--- config.mk ---
export PLATFORM = sky130hd
export DESIGN_NAME = linked_buffer_queue_manager_unit
export DESIGN_NICKNAME = d
export VERILOG_FILES = /design/src/rtl/core/lbq_pkg.sv /design/src/rtl/core/linked_buffer_queue_manager_unit.sv
export SDC_FILE = /design/constraint.sdc
export NUM_CORES = 2
export LEC_CHECK = 0
export ABC_CLOCK_PERIOD_IN_PS = 8300
export BUFFER_PORTS_ARGS = -buffer_cell sky130_fd_sc_hd__buf_2
export CORE_ASPECT_RATIO = 0.7
export CORE_UTILIZATION = 45
export DETAILED_ROUTE_END_ITERATION = 10
export GPL_TIMING_DRIVEN = 0
export PLACE_DENSITY = 0.6
export SETUP_SLACK_MARGIN = 0.2
export SYNTH_ARGS = -nofsm -noshare
export SYNTH_HDL_FRONTEND = slang
export SYNTH_SLANG_ARGS = --single-unit
--- constraint.sdc ---
create_clock -name clk -period 8.3 [get_ports clk]
set_input_delay 0 -clock clk [delete_from_list [all_inputs] [get_ports clk]]
set_output_delay 0 -clock clk [all_outputs]
set_load 0.02 [all_outputs]
--- src/rtl/core/lbq_pkg.sv ---
`timescale 1ns / 1ps
// ----------------------------------------------------------------------------
// lbq_pkg
// Shared types, widths and codes for the linked buffer queue manager.
// ----------------------------------------------------------------------------
package lbq_pkg;

  // Default number of slots in the pool
  localparam int POOL_DEPTH_DEF = 64;

  // Fixed field widths
  localparam int REQ_W       = 1;
  localparam int COMP_W      = 2;
  localparam int LINES_W     = 27;
  localparam int SLOT_W      = 6;
  localparam int STATUS_W    = 2;
  localparam int OCC_W       = 7;
  localparam int POOL_SIZE_W = 7;
  localparam int META_W      = COMP_W + LINES_W;

  // Configuration port
  localparam int CFG_IDX_W  = 8;
  localparam int CFG_DATA_W = 7;

  // Register indexes
  localparam logic [CFG_IDX_W-1:0] CFG_POOL_SIZE   = 8'd0;
  localparam logic [CFG_IDX_W-1:0] CFG_FULL_POLICY = 8'd1;

  // Reset values of the registers
  localparam logic [POOL_SIZE_W-1:0] POOL_SIZE_RST = 7'd64;

  // Request codes
  localparam logic [REQ_W-1:0] REQ_ENQ = 1'b0;
  localparam logic [REQ_W-1:0] REQ_DEQ = 1'b1;

  // Full policy codes
  localparam logic POLICY_OVERFLOW = 1'b0;
  localparam logic POLICY_OFFLOAD  = 1'b1;

  // Result status codes
  typedef enum logic [STATUS_W-1:0] {
    STAT_OK       = 2'd0,
    STAT_EMPTY    = 2'd1,
    STAT_OVERFLOW = 2'd2,
    STAT_OFFLOAD  = 2'd3
  } lbq_status_t;

  // Sequencer states
  typedef enum logic [1:0] {
    ST_CLEAR,
    ST_IDLE,
    ST_EXEC
  } lbq_state_t;

endpackage

--- src/rtl/core/linked_buffer_queue_manager_unit.sv ---
`timescale 1ns / 1ps
// ----------------------------------------------------------------------------
// linked_buffer_queue_manager_unit
// Buffer slot pool with a LIFO free stack and a doubly linked FIFO of filled
// slots, links held in synchronous-read memories.
// ----------------------------------------------------------------------------
// Usage:
//   Command channel: drive in_req_type, in_comp_id, in_line_count and
//   in_final_flush with start; the word is taken at a rising edge where start
//   is high and busy is low. An enqueue pops a free slot and links it at the
//   tail; a dequeue unlinks the head and pushes it back on the free stack.
//   Result channel: one word per command, shown for exactly one cycle with
//   out_valid high. The receiver cannot stall; it must take every word.
//   Configuration: cfg_valid/cfg_ready write channel (cfg_ready always high),
//   index 0 pool_size, index 1 full_policy. A write to either register
//   rebuilds the pool; other indexes are ignored.
// Sequence:
//   The accept edge captures the command and issues the link and metadata
//   reads; the write-back edge in ST_EXEC writes back the links and
//   registers the result, which raises the result strobe. busy is high in
//   ST_EXEC, so no new command is taken until the write-back is done.
// Reset:
//   rst_n (synchronous, active low) restores the registers and starts a
//   clearing pass that writes the link memories one slot per cycle, from
//   slot 0 up to POOL_DEPTH-1, with busy high. A rebuilding configuration
//   write starts the same pass.
// ----------------------------------------------------------------------------
module linked_buffer_queue_manager_unit #(
  parameter int POOL_DEPTH = lbq_pkg::POOL_DEPTH_DEF
) (
  input  logic                             clk,
  input  logic                             rst_n,
  // command channel
  input  logic                             start,
  output logic                             busy,
  input  logic [lbq_pkg::REQ_W-1:0]        in_req_type,
  input  logic [lbq_pkg::COMP_W-1:0]       in_comp_id,
  input  logic [lbq_pkg::LINES_W-1:0]      in_line_count,
  input  logic                             in_final_flush,
  // result channel
  output logic                             out_valid,
  output logic [lbq_pkg::SLOT_W-1:0]       out_slot_index,
  output logic [lbq_pkg::COMP_W-1:0]       out_comp,
  output logic [lbq_pkg::LINES_W-1:0]      out_lines,
  output logic [lbq_pkg::STATUS_W-1:0]     out_status,
  output logic [lbq_pkg::OCC_W-1:0]        out_occupancy,
  // configuration channel
  input  logic                             cfg_valid,
  output logic                             cfg_ready,
  input  logic [lbq_pkg::CFG_IDX_W-1:0]    cfg_index,
  input  logic [lbq_pkg::CFG_DATA_W-1:0]   cfg_data
);

  // Link width holds every slot plus the end marker; index width addresses slots
  localparam int LW = $clog2(POOL_DEPTH + 1);
  localparam int IW = (POOL_DEPTH > 1) ? $clog2(POOL_DEPTH) : 1;
  localparam logic [LW-1:0] END_MARK = LW'(POOL_DEPTH);
  localparam logic [IW-1:0] LAST_IDX = IW'(POOL_DEPTH - 1);

  // Link and metadata memories
  logic [LW-1:0]              next_mem [POOL_DEPTH];
  logic [LW-1:0]              prev_mem [POOL_DEPTH];
  logic [lbq_pkg::META_W-1:0] meta_mem [POOL_DEPTH];

  // Memory ports
  logic                       nl_we, pl_we, meta_we;
  logic [IW-1:0]              nl_waddr, pl_waddr, meta_waddr;
  logic [LW-1:0]              nl_wdata, pl_wdata;
  logic [lbq_pkg::META_W-1:0] meta_wdata;
  logic [LW-1:0]              nl_rd_r, pl_rd_r;
  logic [lbq_pkg::META_W-1:0] meta_rd_r;

  // Control and pointer registers
  lbq_pkg::lbq_state_t state_r, state_nxt;
  logic [IW-1:0]       clr_idx_r, clr_idx_nxt;
  logic [LW-1:0]       head_r, head_nxt;
  logic [LW-1:0]       tail_r, tail_nxt;
  logic [LW-1:0]       free_top_r, free_top_nxt;
  logic [LW-1:0]       count_r, count_nxt;

  // Configuration registers
  logic [lbq_pkg::POOL_SIZE_W-1:0] pool_size_r;
  logic                            policy_r;

  // Captured command word
  logic [lbq_pkg::REQ_W-1:0]   req_r;
  logic [lbq_pkg::COMP_W-1:0]  comp_r;
  logic [lbq_pkg::LINES_W-1:0] lines_r;
  logic                        fin_r;

  // Result registers
  logic                          out_valid_r, out_valid_nxt;
  logic [lbq_pkg::SLOT_W-1:0]    out_slot_r, out_slot_nxt;
  logic [lbq_pkg::COMP_W-1:0]    out_comp_r, out_comp_nxt;
  logic [lbq_pkg::LINES_W-1:0]   out_lines_r, out_lines_nxt;
  lbq_pkg::lbq_status_t          out_status_r, out_status_nxt;
  logic [lbq_pkg::OCC_W-1:0]     out_occ_r, out_occ_nxt;

  logic          cfg_rebuild;
  logic          cmd_accept;
  logic [LW-1:0] used_n;
  logic [LW-1:0] clr_next_val;
  logic [LW-1:0] new_head;

  assign cfg_ready   = 1'b1;
  assign busy        = (state_r != lbq_pkg::ST_IDLE);
  assign cmd_accept  = start && !busy;
  assign cfg_rebuild = cfg_valid &&
                       ((cfg_index == lbq_pkg::CFG_POOL_SIZE) ||
                        (cfg_index == lbq_pkg::CFG_FULL_POLICY));

  // Clamp the pool size into 1..POOL_DEPTH
  always_comb begin
    if (pool_size_r == '0) begin
      used_n = LW'(1);
    end else if (32'(pool_size_r) > 32'(POOL_DEPTH)) begin
      used_n = END_MARK;
    end else begin
      used_n = LW'(pool_size_r);
    end
  end

  assign clr_next_val = LW'(clr_idx_r) + LW'(1);
  assign new_head     = (pl_rd_r < END_MARK) ? pl_rd_r : END_MARK;

  // Configuration registers
  always_ff @(posedge clk) begin
    if (!rst_n) begin
      pool_size_r <= lbq_pkg::POOL_SIZE_RST;
      policy_r    <= lbq_pkg::POLICY_OVERFLOW;
    end else if (cfg_valid && cfg_index == lbq_pkg::CFG_POOL_SIZE) begin
      pool_size_r <= cfg_data;
    end else if (cfg_valid && cfg_index == lbq_pkg::CFG_FULL_POLICY) begin
      policy_r <= cfg_data[0];
    end
  end

  // Control registers
  always_ff @(posedge clk) begin
    if (!rst_n) begin
      state_r     <= lbq_pkg::ST_CLEAR;
      clr_idx_r   <= '0;
      head_r      <= END_MARK;
      tail_r      <= END_MARK;
      free_top_r  <= '0;
      count_r     <= '0;
      out_valid_r <= 1'b0;
    end else begin
      state_r     <= state_nxt;
      clr_idx_r   <= clr_idx_nxt;
      head_r      <= head_nxt;
      tail_r      <= tail_nxt;
      free_top_r  <= free_top_nxt;
      count_r     <= count_nxt;
      out_valid_r <= out_valid_nxt;
    end
  end

  // Payload registers: command capture and result word
  always_ff @(posedge clk) begin
    if (cmd_accept) begin
      req_r   <= in_req_type;
      comp_r  <= in_comp_id;
      lines_r <= in_line_count;
      fin_r   <= in_final_flush;
    end
    out_slot_r   <= out_slot_nxt;
    out_comp_r   <= out_comp_nxt;
    out_lines_r  <= out_lines_nxt;
    out_status_r <= out_status_nxt;
    out_occ_r    <= out_occ_nxt;
  end

  // Memories: read every cycle at the addresses the next command needs
  always_ff @(posedge clk) begin
    if (nl_we) begin
      next_mem[nl_waddr] <= nl_wdata;
    end
    nl_rd_r <= next_mem[free_top_r[IW-1:0]];
  end

  always_ff @(posedge clk) begin
    if (pl_we) begin
      prev_mem[pl_waddr] <= pl_wdata;
    end
    pl_rd_r <= prev_mem[head_r[IW-1:0]];
  end

  always_ff @(posedge clk) begin
    if (meta_we) begin
      meta_mem[meta_waddr] <= meta_wdata;
    end
    meta_rd_r <= meta_mem[head_r[IW-1:0]];
  end

  // Sequencer: clear pass, command issue, write-back
  always_comb begin
    state_nxt      = state_r;
    clr_idx_nxt    = clr_idx_r;
    head_nxt       = head_r;
    tail_nxt       = tail_r;
    free_top_nxt   = free_top_r;
    count_nxt      = count_r;
    out_valid_nxt  = 1'b0;
    out_slot_nxt   = out_slot_r;
    out_comp_nxt   = out_comp_r;
    out_lines_nxt  = out_lines_r;
    out_status_nxt = out_status_r;
    out_occ_nxt    = out_occ_r;
    nl_we          = 1'b0;
    nl_waddr       = clr_idx_r;
    nl_wdata       = END_MARK;
    pl_we          = 1'b0;
    pl_waddr       = clr_idx_r;
    pl_wdata       = END_MARK;
    meta_we        = 1'b0;
    meta_waddr     = free_top_r[IW-1:0];
    meta_wdata     = {comp_r, lines_r};

    case (state_r)
      lbq_pkg::ST_CLEAR: begin
        // chain slot i to i+1 inside the pool, end marker beyond
        nl_we    = 1'b1;
        nl_wdata = (clr_next_val < used_n) ? clr_next_val : END_MARK;
        pl_we    = 1'b1;
        if (clr_idx_r == LAST_IDX) begin
          state_nxt = lbq_pkg::ST_IDLE;
        end else begin
          clr_idx_nxt = clr_idx_r + IW'(1);
        end
      end
      lbq_pkg::ST_IDLE: begin
        if (start) begin
          state_nxt = lbq_pkg::ST_EXEC;
        end
      end
      lbq_pkg::ST_EXEC: begin
        state_nxt     = lbq_pkg::ST_IDLE;
        out_valid_nxt = 1'b1;
        out_slot_nxt  = '0;
        out_comp_nxt  = '0;
        out_lines_nxt = '0;
        if (req_r == lbq_pkg::REQ_ENQ) begin
          if (free_top_r >= END_MARK) begin
            // pool full or free stack closed
            out_status_nxt = (policy_r == lbq_pkg::POLICY_OFFLOAD) ?
                             lbq_pkg::STAT_OFFLOAD : lbq_pkg::STAT_OVERFLOW;
          end else begin
            // pop the free slot and link it behind the tail
            free_top_nxt = fin_r ? END_MARK : nl_rd_r;
            if (tail_r < END_MARK) begin
              pl_we    = 1'b1;
              pl_waddr = tail_r[IW-1:0];
              pl_wdata = free_top_r;
            end
            nl_we    = 1'b1;
            nl_waddr = free_top_r[IW-1:0];
            nl_wdata = (tail_r < END_MARK) ? tail_r : END_MARK;
            meta_we  = 1'b1;
            tail_nxt  = free_top_r;
            count_nxt = count_r + LW'(1);
            if (head_r >= END_MARK) begin
              head_nxt = free_top_r;
            end
            out_slot_nxt   = lbq_pkg::SLOT_W'(free_top_r);
            out_status_nxt = lbq_pkg::STAT_OK;
          end
        end else begin
          if (head_r >= END_MARK || count_r == '0) begin
            out_status_nxt = lbq_pkg::STAT_EMPTY;
          end else begin
            // unlink the head and push it on the free stack
            head_nxt = new_head;
            if (new_head >= END_MARK) begin
              tail_nxt = END_MARK;
            end
            nl_we    = 1'b1;
            nl_waddr = head_r[IW-1:0];
            nl_wdata = (free_top_r < END_MARK) ? free_top_r : END_MARK;
            pl_we    = 1'b1;
            pl_waddr = head_r[IW-1:0];
            pl_wdata = END_MARK;
            free_top_nxt   = head_r;
            count_nxt      = count_r - LW'(1);
            out_slot_nxt   = lbq_pkg::SLOT_W'(head_r);
            out_comp_nxt   = meta_rd_r[lbq_pkg::META_W-1:lbq_pkg::LINES_W];
            out_lines_nxt  = meta_rd_r[lbq_pkg::LINES_W-1:0];
            out_status_nxt = lbq_pkg::STAT_OK;
          end
        end
        out_occ_nxt = lbq_pkg::OCC_W'(count_nxt);
      end
      default: begin
        state_nxt = lbq_pkg::ST_CLEAR;
      end
    endcase

    // Rebuild the pool on a register write
    if (cfg_rebuild) begin
      state_nxt    = lbq_pkg::ST_CLEAR;
      clr_idx_nxt  = '0;
      head_nxt     = END_MARK;
      tail_nxt     = END_MARK;
      free_top_nxt = '0;
      count_nxt    = '0;
    end
  end

  // Drive the result ports
  assign out_valid      = out_valid_r;
  assign out_slot_index = out_slot_r;
  assign out_comp       = out_comp_r;
  assign out_lines      = out_lines_r;
  assign out_status     = out_status_r;
  assign out_occupancy  = out_occ_r;

`ifndef SYNTHESIS
  // A result word follows only a write-back cycle
  a_result_after_exec: assert property (@(posedge clk) disable iff (!rst_n)
    out_valid |-> $past(state_r == lbq_pkg::ST_EXEC))
    else $error("result strobe without a preceding write-back cycle");

  // An accepted command is executed in the next cycle
  a_accept_to_exec: assert property (@(posedge clk) disable iff (!rst_n)
    (cmd_accept && !cfg_rebuild) |=> (state_r == lbq_pkg::ST_EXEC))
    else $error("accepted command not executed");

  // Queue occupancy never exceeds the pool
  a_count_bound: assert property (@(posedge clk) disable iff (!rst_n)
    count_r <= END_MARK)
    else $error("queue count beyond pool depth");

  // While idle, an empty queue and an end-marker head go together
  a_head_count: assert property (@(posedge clk) disable iff (!rst_n)
    (state_r == lbq_pkg::ST_IDLE) |-> ((head_r >= END_MARK) == (count_r == '0)))
    else $error("head pointer and queue count disagree");

  // A dequeue that reports empty leaves the occupancy at zero
  a_empty_status: assert property (@(posedge clk) disable iff (!rst_n)
    (out_valid && out_status == lbq_pkg::STAT_EMPTY) |-> (out_occupancy == '0))
    else $error("empty status with queued buffers");
`endif

endmodule
# Word level (Yosys, flattened, before mapping)
# Memory sizes are Yosys's and may differ from the RTL's. A register that Yosys moved wholly into a read port is not among the register bits.
# Cells that the tools add are included.
[word_totals]
elab_cells = 131
mem_bits_rw = 2752
output_inout_bits = 47
regBits = 120
in_bits = 50
memories = 3
[mem_list]
columns = ["memory", "depth", "width", "rd", "rd_clocked_by_memory_dff", "write_ports", "line_no", "rtl"]
rows = [
  ["meta_mem", 64, 29, 1, 1, 1, "linked_buffer_queue_manager_unit.sv:63", "logic [lbq_pkg::META_W-1:0] meta_mem [POOL_DEPTH];"],
  ["next_mem", 64, 7, 1, 1, 1, "linked_buffer_queue_manager_unit.sv:61", "logic [LW-1:0] next_mem [POOL_DEPTH];"],
  ["prev_mem", 64, 7, 1, 1, 1, "linked_buffer_queue_manager_unit.sv:62", "logic [LW-1:0] prev_mem [POOL_DEPTH];"],
]
[classes]
bitwise = 4
n_eq_ne = 10
magnitude_cmp = 8
add_sub_neg = 4
reduce_logical = 20
n_mux = 64
[ops]
columns = ["op", "count"]
rows = [
  ["7-bit 2-to-1 mux", 28],
  ["6-bit 2-to-1 mux", 11],
  ["7-bit >= comparator (second input constant)", 3],
  ["7-bit < comparator (second input constant)", 3],
  ["1-bit 2-to-1 mux", 17],
  ["7-bit zero test", 2],
  ["7-bit case mux with 2 select lines", 1],
  ["8-bit by 1-bit == test with 1-bit output (second input constant)", 1],
  ["8-bit zero test", 1],
  ["2-bit 2-to-1 mux", 4],
  ["2-bit inequality test (second input constant)", 4],
  ["4-bit AND reduction", 2],
  ["6-bit by 1-bit adder with 7-bit output (second input constant)", 1],
  ["7-bit by 1-bit adder with 7-bit output (second input constant)", 1],
  ["7-bit greater-than comparator (second input constant)", 1],
  ["7-bit < comparator", 1],
  ["7-bit by 1-bit subtractor with 7-bit output (second input constant)", 1],
  ["6-bit by 1-bit adder with 6-bit output (second input constant)", 1],
  ["6-bit == test (second input constant)", 1],
  ["2-bit case mux with 3 select lines", 1],
  ["2-bit AND reduction", 3],
  ["1-bit logical AND", 4],
  ["2-bit by 1-bit inequality test with 1-bit output (second input constant)", 2],
  ["1-bit NOT", 4],
  ["9 further kinds", 12],
]

# Logic depth before layout (Yosys ltp)
[depth]
depth_word = 7
mapped_depth = 10
depth_no_buf = 9

# Least setup slack after synthesis
# Ideal clock, no wire load.
[synth_path]
kind = "reg-to-reg"
start = "reg state_r[0]"
end = "mem prev_mem[0][0] in the netlist's numbering (data pin)"
setup_ns = 0.864
slack_ns = 2.739
t_arrival_ns = 4.697
synth_period_minus_slack_ns = 5.561
path_stages_with_launch = 7
n_path_buf = 4
required_time_ns = 7.436
path_cell_list = "dfxtp_1 > nand2b_1 > buf_2 > buf_2 > buf_1 > buf_1 > nor4_1"
[synth_between]
elab_chain_cells = 2
[synth_rtl]
columns = ["item", "line_no", "rtl"]
rows = [
  ["start, declared", "linked_buffer_queue_manager_unit.sv:74", "lbq_pkg::lbq_state_t state_r, state_nxt;"],
  ["start signal, assigned", "linked_buffer_queue_manager_unit.sv:141", "state_r <= lbq_pkg::ST_CLEAR;"],
  ["start signal, assigned", "linked_buffer_queue_manager_unit.sv:149", "state_r <= state_nxt;"],
  ["2-bit == test", "linked_buffer_queue_manager_unit.sv:220", "case (state_r)"],
  ["7-bit 2-to-1 mux", "linked_buffer_queue_manager_unit.sv:220", ""],
  ["named net pl_wdata[0]", "linked_buffer_queue_manager_unit.sv:68", "logic [LW-1:0] nl_wdata, pl_wdata;"],
  ["end, declared", "linked_buffer_queue_manager_unit.sv:62", ""],
]
# The timed path passes the listed nets, and every way through them passes these cells.

# Final worst setup path
[layout_path]
start = "reg free_top_r[2]"
end = "mem meta_mem[38][0] in the netlist's numbering, enable pin"
[layout_between]
elab_chain_cells = 6
[layout_rtl]
columns = ["item", "line_no", "rtl"]
rows = [
  ["start, declared", "linked_buffer_queue_manager_unit.sv:78", "logic [LW-1:0] free_top_r, free_top_nxt;"],
  ["start signal, assigned", "linked_buffer_queue_manager_unit.sv:153", "free_top_r <= free_top_nxt;"],
  ["7-bit >= comparator", "linked_buffer_queue_manager_unit.sv:244", "if (free_top_r >= END_MARK) begin"],
  ["1-bit 2-to-1 mux", "linked_buffer_queue_manager_unit.sv:244", ""],
  ["1-bit 2-to-1 mux", "linked_buffer_queue_manager_unit.sv:243", "if (req_r == lbq_pkg::REQ_ENQ) begin"],
  ["1-bit 2-to-1 mux", "linked_buffer_queue_manager_unit.sv:220", ""],
  ["1-bit 2-to-1 mux", "linked_buffer_queue_manager_unit.sv:190", "if (meta_we) begin"],
  ["1-bit 2-to-1 mux (implied by the code)", "linked_buffer_queue_manager_unit.sv:191", "meta_mem[meta_waddr] <= meta_wdata;"],
  ["end, declared", "linked_buffer_queue_manager_unit.sv:63", ""],
]
# Several ways; a longest one is shown, not always the timed one.

==> flow_summary.ini <==
[sta]
layout_min_cycle_time_ns = 5.58
max_slew_margin_pct = -8.27
worst_pin_slew_ns = 1.62
setup_viol = 0
hold_viol = 0
fin_crit_sh_pct = 67.2
fmax_ghz = 0.179
setup_ws_ns = 2.72
final.setup.tns_ns = 0
whs_ns = 0.0436
skew_ns = 0.0727
finalMaxSlewViolations = 66
rsz0062_at_grt = false

[grt]
grt_overflow = 0
grt_pass1_vias = 60200
antenna_found_initial = 26
grtUsageTotal_pct = 30.3
grt_pass1_wl_mm = 520
grt_max_degree = 53

[synth]
ys_types = 94
synth_top_area_share_pct = 74.8
synth_fp_nets = 5535
synth_edf_count = 2827
synth_top_cell_by_area = edfxtp_1
syn_area_um2 = 114000
synth_area_leaders = edfxtp_1 (75%), mux4_2 (13%), dfxtp_1 (1.6%), mux2i_1 (1.5%), mux2_2 (0.85%)
ys.flop_type = edfxtp_1
syn_area_per_cell_um2 = 20.7
synthCells = 5475
yosysSeqAreaShare_pct = 76.3
yosys_warnings = 0
synth_seq_cells = 2915
async_flop_share_pct = 0

[finish]
drive_gt1_share_pct = 29.8
fin_cells = 9736
seq_area_um2 = 86700
nFillCells = 19400
syn_to_final_growth_pct = 17.4
nets = 6243
multi_input_area_um2 = 26400

[route]
vias = 64100
post-route-drc-count = 0
ant_nets = 0
drt_iter0_drc = 11800
dr.pass1.iters = 6
routedWlPerCell_um = 39.9
drt_wl_total_mm = 388
vias_per_cell = 6.59

[outcome]
violations = max-capacitance violations, max-slew violations
status = finished with violations

[worst_setup_path]
reg2reg_to = meta_mem[38][0]
cp_common_cell = buf_2
cp-end-kind = flip-flop
critPathRequiredTime_ns = 8.81
worstSetupPathType = reg2reg
slowest_delay_ns = 1.02
r2r_setup_slack_ns = 2.72
reg2reg_from = free_top_r[2]
cp_top_family = buffers and inverters
slowest_stage = nor2_4
path_cells = buf_2, buf_2, buf_2, buf_1, buf_2, nand3_1, nor2_4, buf_12
startpoint_type = flip-flop
r2r_cells = 8
cp_max_fo = 18
critical_path_arrival_ns = 6.09
cp.buffers_inverters = 6

[clock_tree]
clockBufferDepth = 4
clkLatencyLatePin_ns = 0.89
cts_root_buffer = clkbuf_16
clk_pin_slew_ns = 0.06
htreeDepth = 5
cts_tree = built
cts_sinks = 2915
cts.repair.resized = 0
cts_made_buffers = 284

[power_and_ir_drop]
swShare_pct = 20.1
p_seq_share_pct = 55.1
p_leak_nw = 41.2
power_frac_clock_pct = 44.0
vdd_drop_max_mv = 0.196
intPower_mw = 23.2
p_switching_mw = 5.82
p_per_area_nw_per_um2 = 218
p_comb_share_pct = 1.0

[floorplanning]
placementRows = 153
core-area_um2 = 250000
initial_core_util_pct = 45.5
io_pins = 97
dieArea_um2 = 254000
dieHeight_um = 422
die_w_um = 602

[placement]
port_buffers = 94
place.gp.congestion = 0.981
dpl.hpwl_mm = 272
place_inst = 9128
pre_cts_ws_ns = 2.97

[min_path]
min_to = state_r[0]
min_from = start
min_path_cells = 4
hold_class = in2reg

[flow_run]
drv_cap = 9
cell families after synthesis:
family	after synthesis	share of synthesized area, %
flip-flops	2915	76.3
adder cells (fa/ha/maj)	10	0.110
multiplexers	908	15.3
AO/OA/AOI/OAI	503	3.26
other	1	0.00330
buffers and inverters	361	1.45
AND/OR/NAND/NOR	761	3.46
XOR/XNOR	16	0.123
through the flow:
| stage | util, % | area, um2 | power (mW) |
|---|---|---|---|
| floorplan | - | 114000 | 16.4 |
| global placement | 47.3 | 118000 | 16.5 |
| detailed placement | 49.4 | 123000 | 16.5 |
| CTS | 53.3 | 133000 | 29.1 |
| global route | 53.4 | 133000 | 29.6 |
| finish | 53.4 | 133000 | 29.0 |
registers in the layout (all words and copies together), names as in the netlist, 2 cells and up:
signal / count
meta_rd_r: 29
tail_r: 7
out_status: 2
free_top_r: 7
out_comp: 2
prev_mem: 448
comp_r: 2
count_r: 7
pl_rd_r: 7
lines_r: 27
nl_rd_r: 7
out_occupancy: 7
out_lines: 27
clr_idx_r: 6
next_mem: 448
out_slot_index: 6
meta_mem: 1856
head_r: 7
pool_size_r: 7
state_r: 2
cell type report:
class                      instances  area share (%)
sequential                      2915            65.0
antenna                           10          0.0188
inverter                          22          0.0620
tap                             3332            3.13
timing repair buffer             422            4.10
clock inverter                   130           0.898
buffer                           339            1.20
multi-input combinational       2199            19.8
clock buffer                     367            5.76
synthesized netlist by cell type, types with 6 or more instances:
cell type / count
a211o_1: 6
a211oi_1: 33
a21oi_1: 91
a21oi_2: 9
a221oi_1: 41
a222oi_1: 7
a22oi_1: 95
a31oi_1: 42
a31oi_2: 6
and2_1: 44
and3_1: 9
buf_1: 44
buf_2: 128
buf_4: 25
clkbuf_1: 136
dfxtp_1: 88
edfxtp_1: 2827
ha_1: 10
inv_1: 14
mux2_2: 86
mux2i_1: 171
mux4_2: 651
nand2_1: 228
nand2b_1: 16
nand3_1: 58
nand3b_1: 7
nand4_1: 10
nor2_1: 161
nor2b_1: 28
nor3_1: 60
nor3b_1: 13
nor4_1: 68
nor4_2: 31
o211ai_1: 7
o211ai_2: 6
o21a_1: 9
o21ai_0: 25
o21ai_1: 6
o221ai_1: 11
o22a_1: 7
o22ai_1: 39
xnor2_1: 10
xor2_1: 6
layer usage:
metal	part of all wire [%]	wire, um	GRT usage (%)	vias to the layer above
met2	39	153000	39.4	4917
met4	3.5	13500	9.30	22
met5	0.072	280	0	-
met1	41	160000	46.5	34200
met3	16	61400	11.9	661
li1	-	-	-	24300
tightest hold or removal path: cells and delay by family:
kind	cells	cell delay, ns
and+or+nand+nor	1	0.04
buffers and inverters	2	0.66
AOI/OAI and AO/OA	1	0.15
worst max-delay path by stage:
stage	cells after the start	start	endpoint	slack, ns
floorplan	6	state_r[0]	prev_mem[0][0]	2.74
global placement	5	state_r[1]	next_mem[40][6]	-5.44
detailed placement	8	free_top_r[2]	meta_mem[36][23]	2.97
CTS	8	free_top_r[2]	meta_mem[36][16]	2.93
global route	8	free_top_r[1]	meta_mem[10][14]	2.83
finish	8	free_top_r[2]	meta_mem[38][0]	2.72
power by group through the flow:
stage          registers (mW)  logic, mW  clock network, mW
6_report                 16.0      0.282               12.7
3_5_place_dp             16.3      0.241                  0
2_1_floorplan            16.3      0.115                  0
4_1_cts                  16.0      0.269               12.8
3_3_place_gp             16.3      0.206                  0
5_1_grt                  16.0      0.289               13.3
cells in the final DEF, fill, tap and decap left out, types with 32 or more instances in the layout:
master and instances:
buf_16 52, nor3_1 37, buf_1 35, mux4_2 651, nor2_4 68, clkbuf_16 292
a22oi_1 95, nor2_1 92, a221oi_1 41, clkbuf_1 179, clkinv_1 35, a31oi_1 42
buf_2 231, and2_1 41, clkinv_2 52, mux2_2 86, a21oi_1 91, a211oi_1 32
mux2i_1 171, nand3_1 58, o22ai_1 35, nor4_2 97, buf_4 95, dlygate4sd3_1 96
nand2_1 228, dfxtp_1 88, edfxtp_1 2827, buf_12 89
what timing repair did:
action,CTS,global route
endpoints found under the hold margin,76,0
setup buffers,0,0
hold buffers,96,0
Power figures use the tool's default switching activity.
